### src/sv/rcfc_pkg.sv
`default_nettype none

package rcfc_pkg;

	localparam int FRAME_BYTES   = 11;
	localparam int PAYLOAD_START = 3;
	localparam int PAY_BYTES     = FRAME_BYTES - PAYLOAD_START;
	localparam int POS_W         = $clog2(FRAME_BYTES + 1);

	localparam logic [15:0] CRC_POLY    = 16'h8005;
	localparam logic [15:0] CRC_INIT    = 16'hFFFF;
	localparam logic [7:0]  BIND_LIMIT  = 8'd130;
	localparam logic [7:0]  COUNT_CLAMP = 8'd131;

	// link quality source codes
	localparam logic [1:0] LQI_SRC_NONE = 2'd0;
	localparam logic [1:0] LQI_SRC_BYTE = 2'd1;
	localparam logic [1:0] LQI_SRC_ZERO = 2'd2;
	localparam logic [1:0] LQI_SRC_RSVD = 2'd3;

	localparam logic [1:0] LQI_SRC_RESET = LQI_SRC_BYTE;

	// register index (paddr word bit)
	localparam logic REG_LQ_SRC = 1'b0;

	localparam int PADDR_W = 3;

	// completed frame handed from the assembler to the unpacker
	typedef struct packed {
		logic                       done;
		logic                       ok;
		logic [7:0]                 hdr;
		logic [PAY_BYTES-1:0][7:0]  pay;
	} frame_t;

	function automatic logic [15:0] crc16_byte(input logic [15:0] crc, input logic [7:0] b);
		logic [15:0] r;
		logic        top;
		r = crc;
		for (int k = 0; k < 8; k++) begin
			top = r[15] ^ b[7-k];
			r = {r[14:0], 1'b0};
			if (top) begin
				r = r ^ CRC_POLY;
			end
		end
		return r;
	endfunction

endpackage

`default_nettype wire

### src/sv/rcfc_cfg.sv
`default_nettype none

module rcfc_cfg (
	input  wire logic                          clk,
	input  wire logic                          arst_n,
	input  wire logic                          psel,
	input  wire logic                          penable,
	input  wire logic                          pwrite,
	input  wire logic [rcfc_pkg::PADDR_W-1:0]  paddr,
	input  wire logic [31:0]                   pwdata,
	output logic      [31:0]                   prdata,
	output logic                               pready,
	output logic      [1:0]                    lq_src
);
	import rcfc_pkg::*;

	logic [1:0] lq_src_q;
	logic       wr_en;

	assign pready = 1'b1;
	assign wr_en  = psel && penable && pwrite && pready;

	always_ff @(posedge clk or negedge arst_n) begin
		if (!arst_n) begin
			lq_src_q <= LQI_SRC_RESET;
		end else if (wr_en && paddr[2] == REG_LQ_SRC) begin
			lq_src_q <= pwdata[1:0];
		end
	end

	always_comb begin
		prdata = '0;
		if (paddr[2] == REG_LQ_SRC) begin
			prdata = {30'd0, lq_src_q};
		end
	end

	assign lq_src = lq_src_q;

endmodule

`default_nettype wire

### src/sv/rcfc_assemble.sv
`default_nettype none

module rcfc_assemble (
	input  wire logic             clk,
	input  wire logic             arst_n,
	input  wire logic             in_valid,
	output logic                  in_stall,
	input  wire logic [7:0]       rx_byte,
	input  wire logic             frame_start,
	input  wire logic             out_free,
	output rcfc_pkg::frame_t      frame
);
	import rcfc_pkg::*;

	logic             valid_s1;
	logic [7:0]       byte_s1;
	logic             start_s1;
	logic             s1_adv;

	logic [POS_W-1:0] pos_q;
	logic [15:0]      crc_q;
	logic [7:0]       store_q [FRAME_BYTES];

	logic [POS_W-1:0] eff_pos;
	logic             in_frame;
	logic [15:0]      crc_base;
	logic [15:0]      crc_new;

	// s1 only moves on when the result register can take whatever it makes
	assign s1_adv   = valid_s1 && out_free;
	assign in_stall = valid_s1 && !out_free;

	always_ff @(posedge clk or negedge arst_n) begin
		if (!arst_n) begin
			valid_s1 <= 1'b0;
		end else if (!in_stall) begin
			valid_s1 <= in_valid;
		end
	end

	always_ff @(posedge clk) begin
		if (in_valid && !in_stall) begin
			byte_s1  <= rx_byte;
			start_s1 <= frame_start;
		end
	end

	always_comb begin
		eff_pos  = start_s1 ? '0 : pos_q;
		in_frame = eff_pos < POS_W'(FRAME_BYTES);
		crc_base = (eff_pos == '0) ? CRC_INIT : crc_q;
		crc_new  = (eff_pos >= POS_W'(PAYLOAD_START)) ? crc16_byte(crc_base, byte_s1) : crc_base;
	end

	always_ff @(posedge clk or negedge arst_n) begin
		if (!arst_n) begin
			pos_q <= '0;
			crc_q <= CRC_INIT;
		end else if (s1_adv) begin
			if (in_frame) begin
				pos_q <= eff_pos + POS_W'(1);
				crc_q <= crc_new;
			end else if (start_s1) begin
				crc_q <= CRC_INIT;
			end
		end
	end

	always_ff @(posedge clk) begin
		if (s1_adv && in_frame) begin
			store_q[eff_pos] <= byte_s1;
		end
	end

	// last byte comes straight from s1, the rest from the store
	always_comb begin
		frame.done = s1_adv && (eff_pos == POS_W'(FRAME_BYTES - 1));
		frame.ok   = crc_new == {store_q[1], store_q[2]};
		frame.hdr  = store_q[0];
		for (int i = 0; i < PAY_BYTES - 1; i++) begin
			frame.pay[i] = store_q[PAYLOAD_START + i];
		end
		frame.pay[PAY_BYTES-1] = byte_s1;
	end

	a_pos_range: assert property (@(posedge clk) disable iff (!arst_n)
		pos_q <= POS_W'(FRAME_BYTES))
		else $error("byte position beyond frame length");

	a_stall_needs_item: assert property (@(posedge clk) disable iff (!arst_n)
		in_stall |-> valid_s1)
		else $error("input stalled with empty s1");

	a_done_wraps: assert property (@(posedge clk) disable iff (!arst_n)
		frame.done |=> pos_q == POS_W'(FRAME_BYTES))
		else $error("frame end did not park position");

endmodule

`default_nettype wire

### src/sv/rcfc_unpack.sv
`default_nettype none

module rcfc_unpack (
	input  wire logic              clk,
	input  wire logic              arst_n,
	input  wire rcfc_pkg::frame_t  frame,
	input  wire logic [1:0]        lq_src,
	output logic                   out_free,
	output logic                   out_valid,
	input  wire logic              out_stall,
	output logic                   crc_ok,
	output logic                   packet_lost,
	output logic [10:0]            stick_0,
	output logic [10:0]            stick_1,
	output logic [10:0]            stick_2,
	output logic [10:0]            stick_3,
	output logic [11:0]            aux_bits,
	output logic                   lqi_valid,
	output logic [7:0]             lqi_value,
	output logic                   link_ready,
	output logic                   bind_mode
);
	import rcfc_pkg::*;

	logic        out_valid_q;
	logic [7:0]  cnt_q;
	logic        ready_q;
	logic        bind_q;

	logic        crc_ok_q;
	logic        lost_q;
	logic [10:0] stick0_q, stick1_q, stick2_q, stick3_q;
	logic [11:0] aux_q;
	logic        lqi_valid_q;
	logic [7:0]  lqi_value_q;

	logic        lost;
	logic        chan_ok;
	logic [7:0]  cnt_inc;
	logic [7:0]  cnt_nxt;
	logic        ready_nxt;
	logic        bind_nxt;
	logic        lq_ok;
	logic [7:0]  lq_val;

	assign out_free = !out_valid_q || !out_stall;

	always_comb begin
		lost    = frame.ok && (frame.hdr[7:6] == 2'b01);
		chan_ok = frame.ok && !lost;
		cnt_inc = cnt_q + 8'd1;

		cnt_nxt   = cnt_q;
		ready_nxt = ready_q;
		bind_nxt  = bind_q;
		if (chan_ok) begin
			cnt_nxt = cnt_inc;
			if (cnt_inc < BIND_LIMIT) begin
				bind_nxt = 1'b1;
			end
		end
		// only a fresh increment can pass the clamp
		if (frame.ok && cnt_nxt > COUNT_CLAMP) begin
			ready_nxt = 1'b1;
			bind_nxt  = 1'b0;
			cnt_nxt   = COUNT_CLAMP;
		end

		lq_ok  = 1'b0;
		lq_val = '0;
		unique case (lq_src)
			LQI_SRC_BYTE: begin
				lq_ok  = frame.ok;
				lq_val = frame.ok ? frame.pay[7] : 8'd0;
			end
			LQI_SRC_ZERO: begin
				lq_ok = frame.ok;
			end
			LQI_SRC_NONE, LQI_SRC_RSVD: begin
				lq_ok = 1'b0;
			end
			default: begin
				lq_ok = 1'b0;
			end
		endcase
	end

	always_ff @(posedge clk or negedge arst_n) begin
		if (!arst_n) begin
			out_valid_q <= 1'b0;
			cnt_q       <= '0;
			ready_q     <= 1'b0;
			bind_q      <= 1'b0;
		end else begin
			if (frame.done) begin
				out_valid_q <= 1'b1;
				cnt_q       <= cnt_nxt;
				ready_q     <= ready_nxt;
				bind_q      <= bind_nxt;
			end else if (!out_stall) begin
				out_valid_q <= 1'b0;
			end
		end
	end

	always_ff @(posedge clk) begin
		if (frame.done) begin
			crc_ok_q    <= frame.ok;
			lost_q      <= lost;
			stick0_q    <= chan_ok ? {frame.pay[1][2:0], frame.pay[0]} : 11'd0;
			stick1_q    <= chan_ok ? {frame.pay[2][6:0], frame.pay[1][7:4]} : 11'd0;
			stick2_q    <= chan_ok ? {frame.pay[4][2:0], frame.pay[3]} : 11'd0;
			stick3_q    <= chan_ok ? {frame.pay[5][6:0], frame.pay[4][7:4]} : 11'd0;
			aux_q       <= chan_ok ? {frame.pay[6], frame.pay[5][7], frame.pay[4][3],
			                          frame.pay[2][7], frame.pay[1][3]} : 12'd0;
			lqi_valid_q <= lq_ok;
			lqi_value_q <= lq_val;
		end
	end

	assign out_valid   = out_valid_q;
	assign crc_ok      = crc_ok_q;
	assign packet_lost = lost_q;
	assign stick_0     = stick0_q;
	assign stick_1     = stick1_q;
	assign stick_2     = stick2_q;
	assign stick_3     = stick3_q;
	assign aux_bits    = aux_q;
	assign lqi_valid   = lqi_valid_q;
	assign lqi_value   = lqi_value_q;
	assign link_ready  = ready_q;
	assign bind_mode   = bind_q;

	a_cnt_clamped: assert property (@(posedge clk) disable iff (!arst_n)
		cnt_q <= COUNT_CLAMP)
		else $error("good frame count above clamp");

	a_ready_sticky: assert property (@(posedge clk) disable iff (!arst_n)
		ready_q |=> ready_q)
		else $error("ready flag dropped");

	a_ready_no_bind: assert property (@(posedge clk) disable iff (!arst_n)
		ready_q |-> !bind_q)
		else $error("bind indication while ready");

endmodule

`default_nettype wire

### src/sv/rc_frame_crc_check_and_unpack.sv
// Radio-control frame checker and unpacker.
// Input channel (in_valid / in_stall): one frame byte per request, rx_byte with
// frame_start marking byte 0. Eleven bytes make a frame; CRC-16 (poly 0x8005,
// init 0xFFFF) runs over bytes 3..10 and is checked against bytes 1..2.
// Output channel (out_valid / out_stall): one request per completed frame with
// crc status, lost flag, four sticks, aux bits, link quality and link state.
// Bytes arriving after byte 10 without frame_start give no output.
// The result of byte 10 passes two registers: the accepting edge loads the input
// register, and the result register loads once it is free. Throughput is one
// byte per cycle while the receiver does not stall; the bytewise CRC update
// between the two registers sets it.
// When the receiver stalls, the result register holds; once a byte sits in the
// input register, in_stall rises in the same cycle and stays until the result
// is taken.
// Reset: byte position 0, CRC 0xFFFF, good-frame count 0, ready and bind flags
// clear, lq_src 1. Register lq_src lives at address 0 of the APB port. The user
// must write it only while no frame is in flight; the block doesn't check it.
`default_nettype none

module rc_frame_crc_check_and_unpack (
	input  wire logic                          clk,
	input  wire logic                          arst_n,
	input  wire logic                          psel,
	input  wire logic                          penable,
	input  wire logic                          pwrite,
	input  wire logic [rcfc_pkg::PADDR_W-1:0]  paddr,
	input  wire logic [31:0]                   pwdata,
	output logic      [31:0]                   prdata,
	output logic                               pready,
	input  wire logic                          in_valid,
	output logic                               in_stall,
	input  wire logic [7:0]                    rx_byte,
	input  wire logic                          frame_start,
	output logic                               out_valid,
	input  wire logic                          out_stall,
	output logic                               crc_ok,
	output logic                               packet_lost,
	output logic      [10:0]                   stick_0,
	output logic      [10:0]                   stick_1,
	output logic      [10:0]                   stick_2,
	output logic      [10:0]                   stick_3,
	output logic      [11:0]                   aux_bits,
	output logic                               lqi_valid,
	output logic      [7:0]                    lqi_value,
	output logic                               link_ready,
	output logic                               bind_mode
);
	import rcfc_pkg::*;

	logic [1:0] lq_src;
	logic       out_free;
	frame_t     frame;

	rcfc_cfg u_cfg (
		.clk        (clk),
		.arst_n     (arst_n),
		.psel       (psel),
		.penable    (penable),
		.pwrite     (pwrite),
		.paddr      (paddr),
		.pwdata     (pwdata),
		.prdata     (prdata),
		.pready     (pready),
		.lq_src     (lq_src)
	);

	rcfc_assemble u_assemble (
		.clk         (clk),
		.arst_n      (arst_n),
		.in_valid    (in_valid),
		.in_stall    (in_stall),
		.rx_byte     (rx_byte),
		.frame_start (frame_start),
		.out_free    (out_free),
		.frame       (frame)
	);

	rcfc_unpack u_unpack (
		.clk         (clk),
		.arst_n      (arst_n),
		.frame       (frame),
		.lq_src      (lq_src),
		.out_free    (out_free),
		.out_valid   (out_valid),
		.out_stall   (out_stall),
		.crc_ok      (crc_ok),
		.packet_lost (packet_lost),
		.stick_0     (stick_0),
		.stick_1     (stick_1),
		.stick_2     (stick_2),
		.stick_3     (stick_3),
		.aux_bits    (aux_bits),
		.lqi_valid   (lqi_valid),
		.lqi_value   (lqi_value),
		.link_ready  (link_ready),
		.bind_mode   (bind_mode)
	);

endmodule

`default_nettype wire
### config.mk
export PLATFORM = sky130hd
export DESIGN_NAME = rc_frame_crc_check_and_unpack
export DESIGN_NICKNAME = d
export VERILOG_FILES = /design/src/sv/rcfc_pkg.sv /design/src/sv/rcfc_cfg.sv /design/src/sv/rcfc_assemble.sv /design/src/sv/rcfc_unpack.sv /design/src/sv/rc_frame_crc_check_and_unpack.sv
export SDC_FILE = /design/constraint.sdc
export NUM_CORES = 1
export LEC_CHECK = 0
export CAP_MARGIN = 15
export CORE_UTILIZATION = 50
export DETAILED_ROUTE_END_ITERATION = 8
export DONT_BUFFER_PORTS = 1
export MAX_ROUTING_LAYER = met4
export PLACE_DENSITY_LB_ADDON = 0.3
export SYNTH_ARGS = -nofsm -noshare
export SYNTH_HDL_FRONTEND = slang
export SYNTH_SLANG_ARGS = --single-unit
export TNS_END_PERCENT = 50
### constraint.sdc
create_clock -name clk -period 3.9 [get_ports clk]
set_clock_uncertainty 0.05 [all_clocks]
set_input_delay 0.585 -clock clk [delete_from_list [all_inputs] [get_ports clk]]
set_output_delay 0.585 -clock clk [all_outputs]
set_load 0.05 [all_outputs]
==> run metrics, run 1 <==
outcome completed; worst-skew pair later-pin latency 430 ps; DR vias/cell 5.55; most frequent cells in the layout 150 x edfxtp_1, 71 x and2_1, 60 x buf_4; Pins Over Slew Limit 0; M2 GR Usage a little over a third; Layout Nets 761; peak supply drop 0.300 mV; Mapped Area 0.00839 mm2; Clk pwr share 36.1%; global routing usage on met1 ~28%; Finished Core Util 61.1%; RSZ-0062 raised after global routing yes; Lkg Pwr around 3.8 nW; GRT Util Overall between 20% and 30%; Slew headroom about a third; Rows 46; Core Footprint 0.0161 mm2; Critical Path AT 4150 ps; Placement Cell Area 0.00891 mm2; design area 0.00984 mm2; type of the tightest min-delay check input pin to flip-flop; internal power 3.34 mW; final hold vios 0; DIE WIDTH about 130 um; routability congestion estimate 0.912; # IOs around 160; CTS Root Cell clkbuf_16; total clock sinks between 150 and 200; Fmax achieved 258 MHz; DR pass1 iterations 5; drt drc 0; Post-Syn Instances 637; post-route non-filler standard cell count ~930; Cell variety after synth 74; total power 4.61 mW; crit path time final 3880 ps; DIE AREA 0.0173 mm2; CTS buffer count 17; first-pass GRT wire length 28,100 um; Setup crit start kind flip-flop; routed length per instance about 19 um; placed cells slightly below 900; Die Height around 130 um; kind of critical path flip-flop to flip-flop; Fillers 1,254; Top FF cell, synth edfxtp_1; Global Route met3 Usage 3.82%; CTS tree done; GRT busiest layer met2; Reg clk slew, reported paths 70 ps; DP Wirelength 12,200 um; Post-Syn Area per Cell 13.2 um2; critical path endpoint category flip-flop; Via Count 5,174; worst-margin pin slew slightly above 1000 ps; largest net degree at the start of global routing slightly above 70; PortBufs 0; Comb pwr share 15.1%; post-route ant nets 0; Max clock buf depth 2; H-tree depth 4; share of cells above drive strength 1 24.1%; fin crit share 99.5%; Diodes inserted 0; EDFF count, synth 150; Initial Util a little over half; WL final ~18,000 um; Async SR Flop Fraction 18.5%; worst-path fanout max 6; vias in the first global route 5,206; pwr/cell area 468 mW/mm2; Area growth syn-to-layout 17.3%; P_sw 1.27 mW; FF+latch count, synth 184; initial antenna violation count 0; Synth warnings 0; sequential area share after synthesis between 60% and 70%; Fin Setup TNS 0 ps; Worst EP required 4170 ps; Congestion Overflow GR 0; Seq pwr share 48.8%; Iteration-0 DRC Markers 354; most common cell after layout, fill and taps aside edfxtp_1; sw frac 27.5%; Max Cap Violations 0; Final Setup Violations 0
timing repair:
| action | 4_1_cts | 5_1_grt |
|---|---|---|
| gates resized for setup | 26 | 23 |
| endpoints found under the hold margin | 34 | 0 |
| gates cloned | 0 | 1 |
| setup buffers | 7 | 1 |
| pin swaps | 8 | 10 |
| hold buffers | 2 | 0 |
| endpoints found under the setup margin | 7 | 75 |
cells by family (layout without fill, tap and decap cells):
logic type / after synthesis / in the layout / synth area share [%]
AO/OA/AOI/OAI: 116 / 116 / 9.38
other: 2 / 31 / 0.0895
flip-flops: 184 / 184 / 64.1
multiplexers: 6 / 6 / 0.746
adder cells (fa/ha/maj): 6 / 6 / 0.895
XOR/XNOR: 42 / 42 / 5.14
buffers and inverters: 69 / 120 / 4.95
AND/OR/NAND/NOR: 212 / 212 / 14.7
sequential cells by signal (all words and copies together), names as in the netlist, 2 cells and up:
register / cells
u_assemble.pos_q: 4
u_assemble.crc_q: 16
u_unpack.stick_1: 11
u_assemble.byte_s1: 8
u_assemble.store_q: 74
u_unpack.stick_2: 11
u_unpack.aux_bits: 12
u_cfg.lq_src: 2
u_unpack.cnt_q: 8
u_unpack.stick_3: 11
u_unpack.stick_0: 11
u_unpack.lqi_value: 8
worst paths after layout:
check | endpoint | start | cells past startpoint | slack, ps
min in group asynchronous | u_assemble.valid_s1 | arst_n | 2 | 550
min reg2reg | u_unpack.aux_bits[1] | u_assemble.store_q[5][7] | 1 | 470
max in group asynchronous | u_assemble.crc_q[1] | arst_n | 2 | 2990
max reg2reg | u_unpack.cnt_q[3] | u_assemble.start_s1 | 15 | 20
min | u_assemble.byte_s1[3] | rx_byte[3] | 0 | 200
max | u_unpack.cnt_q[3] | u_assemble.start_s1 | 15 | 20
per-layer routing:
layer | wire length [um] | vias to the layer above
met2 | 8900 | 205
met4 | 384 | 0
met1 | 7690 | 2547
li1 | - | 2393
met5 | 0 | -
met3 | 846 | 29
power by group through the flow:
stage	Combinational [mW]	Sequential, mW	Clock [mW]
6_report	0.695	2.25	1.66
5_1_grt	0.745	2.26	1.78
4_1_cts	0.650	2.25	1.69
3_5_place_dp	0.612	2.29	0
3_3_place_gp	0.602	2.29	0
2_1_floorplan	0.431	2.28	0
metrics by stage:
step / hold WS [ps] / setup slack (ps)
3_5_place_dp: 242 / -125
3_3_place_gp: 242 / -83.1
2_1_floorplan: 239 / 3.98
6_report: 196 / 20.6
5_1_grt: 180 / -103
4_1_cts: 184 / -8.42
Yosys cell counts, drive strengths merged (3+ instances only):
| library cell | count | area, um2 |
|---|---|---|
| a211oi | 4 | 30.0 |
| a21o | 4 | 30.0 |
| a21oi | 32 | 168 |
| a31oi | 3 | 18.8 |
| a41o | 3 | 30.0 |
| and2 | 71 | 444 |
| and3 | 3 | 18.8 |
| buf | 37 | 292 |
| clkbuf | 15 | 60.1 |
| dfrtp | 17 | 425 |
| dfstp | 17 | 447 |
| edfxtp | 150 | 4500 |
| ha | 6 | 75.1 |
| inv | 17 | 63.8 |
| mux2i | 4 | 40.0 |
| nand2 | 30 | 113 |
| nand2b | 9 | 71.3 |
| nand3 | 9 | 45.0 |
| nand3b | 3 | 22.5 |
| nand4 | 3 | 18.8 |
| nor2 | 34 | 138 |
| nor2b | 5 | 31.3 |
| nor3 | 14 | 70.1 |
| nor4 | 8 | 86.3 |
| o211ai | 3 | 22.5 |
| o21ai | 28 | 148 |
| o21bai | 4 | 41.3 |
| o22a | 10 | 87.6 |
| o22ai | 5 | 37.5 |
| o311ai | 3 | 26.3 |
| or2 | 6 | 37.5 |
| or3 | 7 | 43.8 |
| xnor2 | 28 | 260 |
| xnor3 | 3 | 67.6 |
| xor2 | 11 | 104 |
final cells by class:
class / instances / area [um2] / area share [%]
Clock buffer: 17 / 425 / 4.32
Tap cell: 216 / 270 / 2.75
Inverter: 17 / 63.8 / 0.648
Sequential cell: 184 / 5380 / 54.6
Clock inverter: 15 / 159 / 1.61
Timing Repair Buffer: 71 / 638 / 6.48
Multi-Input combinational cell: 413 / 2910 / 29.5
worst max-delay path, stage by stage (launching register included):
cell and delay (ps):
edfxtp_1 500, nor2b_2 190, inv_2 70, ha_4 190
buf_4 140, a21oi_1 220, xnor2_2 200, mux2i_1 120
or4bb_1 540, nor4_4 260, buf_4 170, nand2b_4 90
or4_4 530, o22ai_2 180, a21oi_1 80, a41o_1 210
Note: power is estimated with default switching activity, not from simulation.
==> run 2, diff against run 1 <==
Settings changed: ABC_AREA from default to 1.
==> run 2 against run 1 <==
- combinational power shrank 18%
- synthesized cell count rose by 26%
- critical path type unchanged
- sequential power barely moved
- sequential share of layout area increased by 3.8 points
- area after synthesis is 1.8% lower
==> run metrics, run 2 <==
outcome completed; Initial Util 51.5%; Diodes inserted 0; vias in the first global route ~4,700; CTS Root Cell clkbuf_16; post-route ant nets 0; PortBufs 0; fin crit share 91.4%; Slew headroom about 32%; total power 4.50 mW; CTS tree done; Pins Over Slew Limit 0; Mapped Area 0.00824 mm2; most common cell after layout, fill and taps aside nand2_1; worst-margin pin slew roughly 1000 ps; # IOs ~160; post-synth top area cell edfxtp_1; peak supply drop 0.355 mV; pwr/cell area 489 mW/mm2; share of cells above drive strength 1 between 10% and 20%; H-tree depth 4; Die Height 130 um; GRT Util Overall 20.7%; Fmax achieved 280 MHz; Place WS between 150 and 200 ps; worst-skew pair later-pin latency roughly 440 ps; top cells by area, synth edfxtp_1 55%, nand2_1 7.7%, inv_1 5.9%, dfstp_2 5.4%, dfrtp_1 5.2%; Worst EP required 4230 ps; fin worst setup slack roughly 330 ps; crit path time final 3570 ps; Top FF cell, synth edfxtp_1; Rows 46; Max Cap Violations 0; critical path endpoint category flip-flop; routability congestion estimate 0.888; Setup crit start kind flip-flop; count leader, synth nand2_1; post-route non-filler standard cell count around 1,100; Synth warnings 0; Post-Syn Instances 804; DP Wirelength roughly 11,000 um; FF+latch count, synth 184; sequential area share after synthesis 65.3%; Finished Core Util 57.5%; first-pass GRT wire length 24,800 um; Critical Path AT around 4000 ps; Fillers about 1,300; DIE AREA about 0.017 mm2; Cell variety after synth 32; EDFF count, synth 150; Area growth syn-to-layout 11.8%; internal reg-to-reg setup slack approximately 330 ps; type of the tightest min-delay check input pin to flip-flop; list of most frequent post-synthesis cells 168 x nand2_1, 150 x edfxtp_1, 129 x inv_1; drt drc 0; total clock sinks 184; CTS buffer count 17; Via Count 5,263; DIE WIDTH 130 um; WL final roughly 16,000 um; Biggest register u_assemble.store_q; kind of critical path flip-flop to flip-flop; Max clock buf depth 2; most frequent cells in the layout 167 x nand2_1, 150 x edfxtp_1, 129 x inv_1; routed length per instance 15.0 um; Reg clk slew, reported paths about 60 ps; max reg flops 74; Final Setup Violations 0; Layout Nets about 900; Core Footprint roughly 0.016 mm2; Fin Setup TNS 0 ps; Iteration-0 DRC Markers 355; DR pass1 iterations 5; initial antenna violation count 0; Async SR Flop Fraction 18.5%; Lkg Pwr about 4.2 nW; placed cells 1,032; DR vias/cell 4.92; Post-Syn Area per Cell 10.2 um2; worst-path fanout max 11; Congestion Overflow GR 0; Synth top area share 54.7%; largest net degree at the start of global routing 55; final hold vios 0
[run 2: worst paths after layout]
kind | from | end | depth (start not counted)
worst min-delay path | rx_byte[0] | u_assemble.byte_s1[0] | 0
worst max-delay path | u_assemble.start_s1 | u_unpack.bind_mode | 26
worst max register to register | u_assemble.start_s1 | u_unpack.bind_mode | 26
min in group asynchronous | arst_n | u_unpack.cnt_q[0] | 2
max in group asynchronous | arst_n | u_assemble.crc_q[9] | 2
worst min register to register | u_assemble.crc_q[10] | u_assemble.crc_q[10] | 2
[run 2: power by group]
part / internal, mW / total [mW] / switching (mW)
registers: 2.21 / 2.26 / 0.0509
clock network: 0.896 / 1.67 / 0.772
logic: 0.158 / 0.567 / 0.409
total: 3.27 / 4.50 / 1.23
[run 2: kinds of logic after synthesis]
kind of cell / Yosys count / share of synthesized area [%]
other cells: 2 / 0.0912
flops: 184 / 65.3
buf+inv: 184 / 10.2
fa+ha+maj: 6 / 0.912
simple gates: 381 / 19.9
compound gates: 38 / 2.63
xor+xnor: 9 / 0.957
[run 2: timing repair]
action,4_1_cts,5_1_grt
buffers inserted,0,3
gates resized for setup,0,5
hold buffers,2,0
endpoints found under the setup margin,0,73
hold endpoints to repair,34,0
[run 2: layout make-up]
cell class                 count  area (um2)  share of cell area [%]
sequential                   184        5380                    58.4
multi-input combinational    467        2170                    23.6
inverter                     135         507                    5.50
clock buffer                  18         429                    4.66
timing repair buffer          37         309                    3.36
tap                          216         270                    2.94
clock inverter                13         141                    1.54
[run 2: worst max-delay path, stage by stage, from the launching register on]
cell and delay [ps]:
edfxtp_1 380, inv_2 100, nand2_1 140, ha_4 220, nand3_4 150, nand2_1 90, nand2_1 60, nand2_1 110
nand2_1 120, nand2_1 80, nand2_1 130, nand2_2 80, nand2_1 90, nand2_1 70, nand2_2 100, nand3_1 100
nand2_1 120, nor2_1 60, nor2_1 100, nand4_1 180, buf_4 200, nor2_2 180, buf_4 140, nand3_1 120
o21bai_1 180, nand2_1 70, inv_1 50
[run 2: metal layers]
layer	wire length (um)	GRT usage [%]	part of all wire [%]
met1	7000	25.4	44
met2	8010	33.6	50
met3	727	4.88	4.5
met4	333	7.10	2.1
met5	0	-	0
[run 2: stage by stage]
step	hold WS [ps]	cell area [um2]
floorplan	239	8350
global placement	240	8540
detailed placement	240	8540
CTS	183	9140
global route	179	9210
finish	191	9210
==> run 3, diff against run 2 <==
Settings changed: SYNTH_HIERARCHICAL from default to 1.
==> run 3 against run 2 <==
- register-to-register slack about the same
- critical path depth increased by 5
- via count increased by 2.8%
- sequential share of layout area decreased by 0.95 points
- routed wire length increased by 3.7%
- combinational power increased by 10%
- highest routed layer unchanged
- final cell count increased by 2.4%
- setup slack improved by 6.3 ps
- sequential power about the same
- critical endpoint is now u_unpack/bind_mode
- sequential cell count unchanged
==> run metrics, run 3 <==
outcome completed; total power ~4.5 mW; type of the tightest min-delay check input pin to flip-flop; Fmax achieved around 280 MHz; Fin Hold WS 194 ps; Most common cell on crit path nand2_1; Diodes inserted 0; Reg clk slew, reported paths ~70 ps; Layout Nets 924; Iteration-0 DRC Markers between 400 and 500; routability congestion estimate 0.903; Fillers roughly 1,300; fin crit share 91.3%; DIE AREA between 0.015 and 0.02 mm2; Area growth syn-to-layout 12.1%; DR pass1 iterations 6; DP Wirelength 11,300 um; PortBufs 0; peak supply drop approximately 0.33 mV; final hold vios 0; total clock sinks between 150 and 200; Die Height between 100 and 150 um; worst hold endpoint u_assemble/byte_s1[7]; storage element area about 0.0054 mm2; critical path endpoint category flip-flop; post-route non-filler standard cell count 1,096; Setup crit start kind flip-flop; worst r2r src u_assemble/start_s1; routed length per instance 15.2 um; Via Count 5,409; CP Buf/Inv Count 6; Hold Crit Start rx_byte[7]; Biggest register u_assemble/store_q; H-tree depth 4; Mapped Area 0.00834 mm2; Pins Over Slew Limit 0; crit path time final 3560 ps; Synth warnings 6; R2R Path End u_unpack/bind_mode; Initial Util 52.0%; CTS buffer count 17; most common cell after layout, fill and taps aside nand2_1; DR vias/cell about 4.9; vias in the first global route 4,928; CTS Root Cell clkbuf_16; largest net degree at the start of global routing 35; Post-Syn Instances 829; Lkg Pwr around 4.1 nW; kind of critical path flip-flop to flip-flop; drt drc 0; CP max stage cell edfxtp_1; Slew headroom about 29%; Final Setup Violations 0; internal reg-to-reg setup slack 340 ps; initial antenna violation count 0; area of the multi-input gates 0.00225 mm2; post-route ant nets 0; CP peak stage delay 430 ps; Worst EP required 4180 ps; DIE WIDTH 131 um; max reg flops 74; # IOs 155; share of cells above drive strength 1 15.2%; Core Footprint 0.0161 mm2; Critical Path AT around 3800 ps; first-pass GRT wire length 25,900 um; placed cells 1,053; worst-path fanout max 8; CTS tree done; R2R depth 31; hold depth 0; worst-margin pin slew 1060 ps; Max clock buf depth 2; pwr/cell area approximately 480 mW/mm2; GRT Util Overall 20.4%; WL final 16,700 um; Post-Syn Area per Cell 10.1 um2; CP delay by family, top simple AND/OR/NAND/NOR gates; Max Cap Violations 0; Congestion Overflow GR 0; Fin Setup TNS 0 ps; worst-skew pair later-pin latency 430 ps; Rows between 40 and 50; most frequent cells in the layout 186 x nand2_1, 150 x edfxtp_1, 138 x inv_1
[run 3: through the flow]
step	utilization, %	cell area, um2	worst slack, ps
final	58.3	9360	341
after detailed placement	53.7	8620	178
after global placement	53.7	8620	229
after floorplan	-	8450	143
after CTS	57.3	9200	148
after global routing	58.3	9360	-15.3
[run 3: where the power goes]
| part | switching, mW | total (mW) | internal, mW |
|---|---|---|---|
| sequential | 0.0517 | 2.27 | 2.21 |
| clock | 0.767 | 1.60 | 0.833 |
| combinational | 0.432 | 0.624 | 0.192 |
| total | 1.25 | 4.49 | 3.24 |
[run 3: worst max path at each step]
| stage | cells after the start | start | to |
|---|---|---|---|
| global route | 33 | u_assemble/pos_q[1] | u_unpack/cnt_q[3] |
| detailed placement | 30 | u_assemble/start_s1 | u_unpack/link_ready |
| floorplan | 11 | u_unpack/out_valid | u_unpack/bind_mode |
| finish | 31 | u_assemble/start_s1 | u_unpack/bind_mode |
| CTS | 30 | u_assemble/start_s1 | u_unpack/cnt_q[1] |
| global placement | 28 | u_assemble/start_s1 | u_unpack/link_ready |
[run 3: worst reg2reg max path, delay by kind of cell, from the launching register on]
family / cells / cell delay (ps)
and+or+nand+nor: 24 / 2170
buffers and inverters: 6 / 610
DFF: 1 / 430
adders and majority gates: 1 / 210
[run 3: repair_timing]
action / 4_1_cts / 5_1_grt
endpoints found under the hold margin: 34 / 0
gates resized for setup: 0 / 19
setup endpoints to repair: 0 / 67
setup buffers: 0 / 7
hold buffers: 2 / 0
[run 3: per-layer routing]
layer / GRT usage (%) / vias up / wire [um]
met3: 3.82 / 26 / 919
met2: 32.7 / 179 / 8150
met5: - / - / 0
met1: 25.8 / 2530 / 7260
met4: 7.52 / 0 / 334
li1: - / 2674 / -
[run 3: final cells by class]
type                            count  share of cell area [%]
Tap cell                          216                    2.89
Sequential cell                   184                    57.5
Clock inverter                     14                    1.28
Inverter                          146                    5.92
Clock buffer                       18                    4.59
Multi-Input combinational cell    479                    24.0
Timing Repair Buffer               39                    3.84
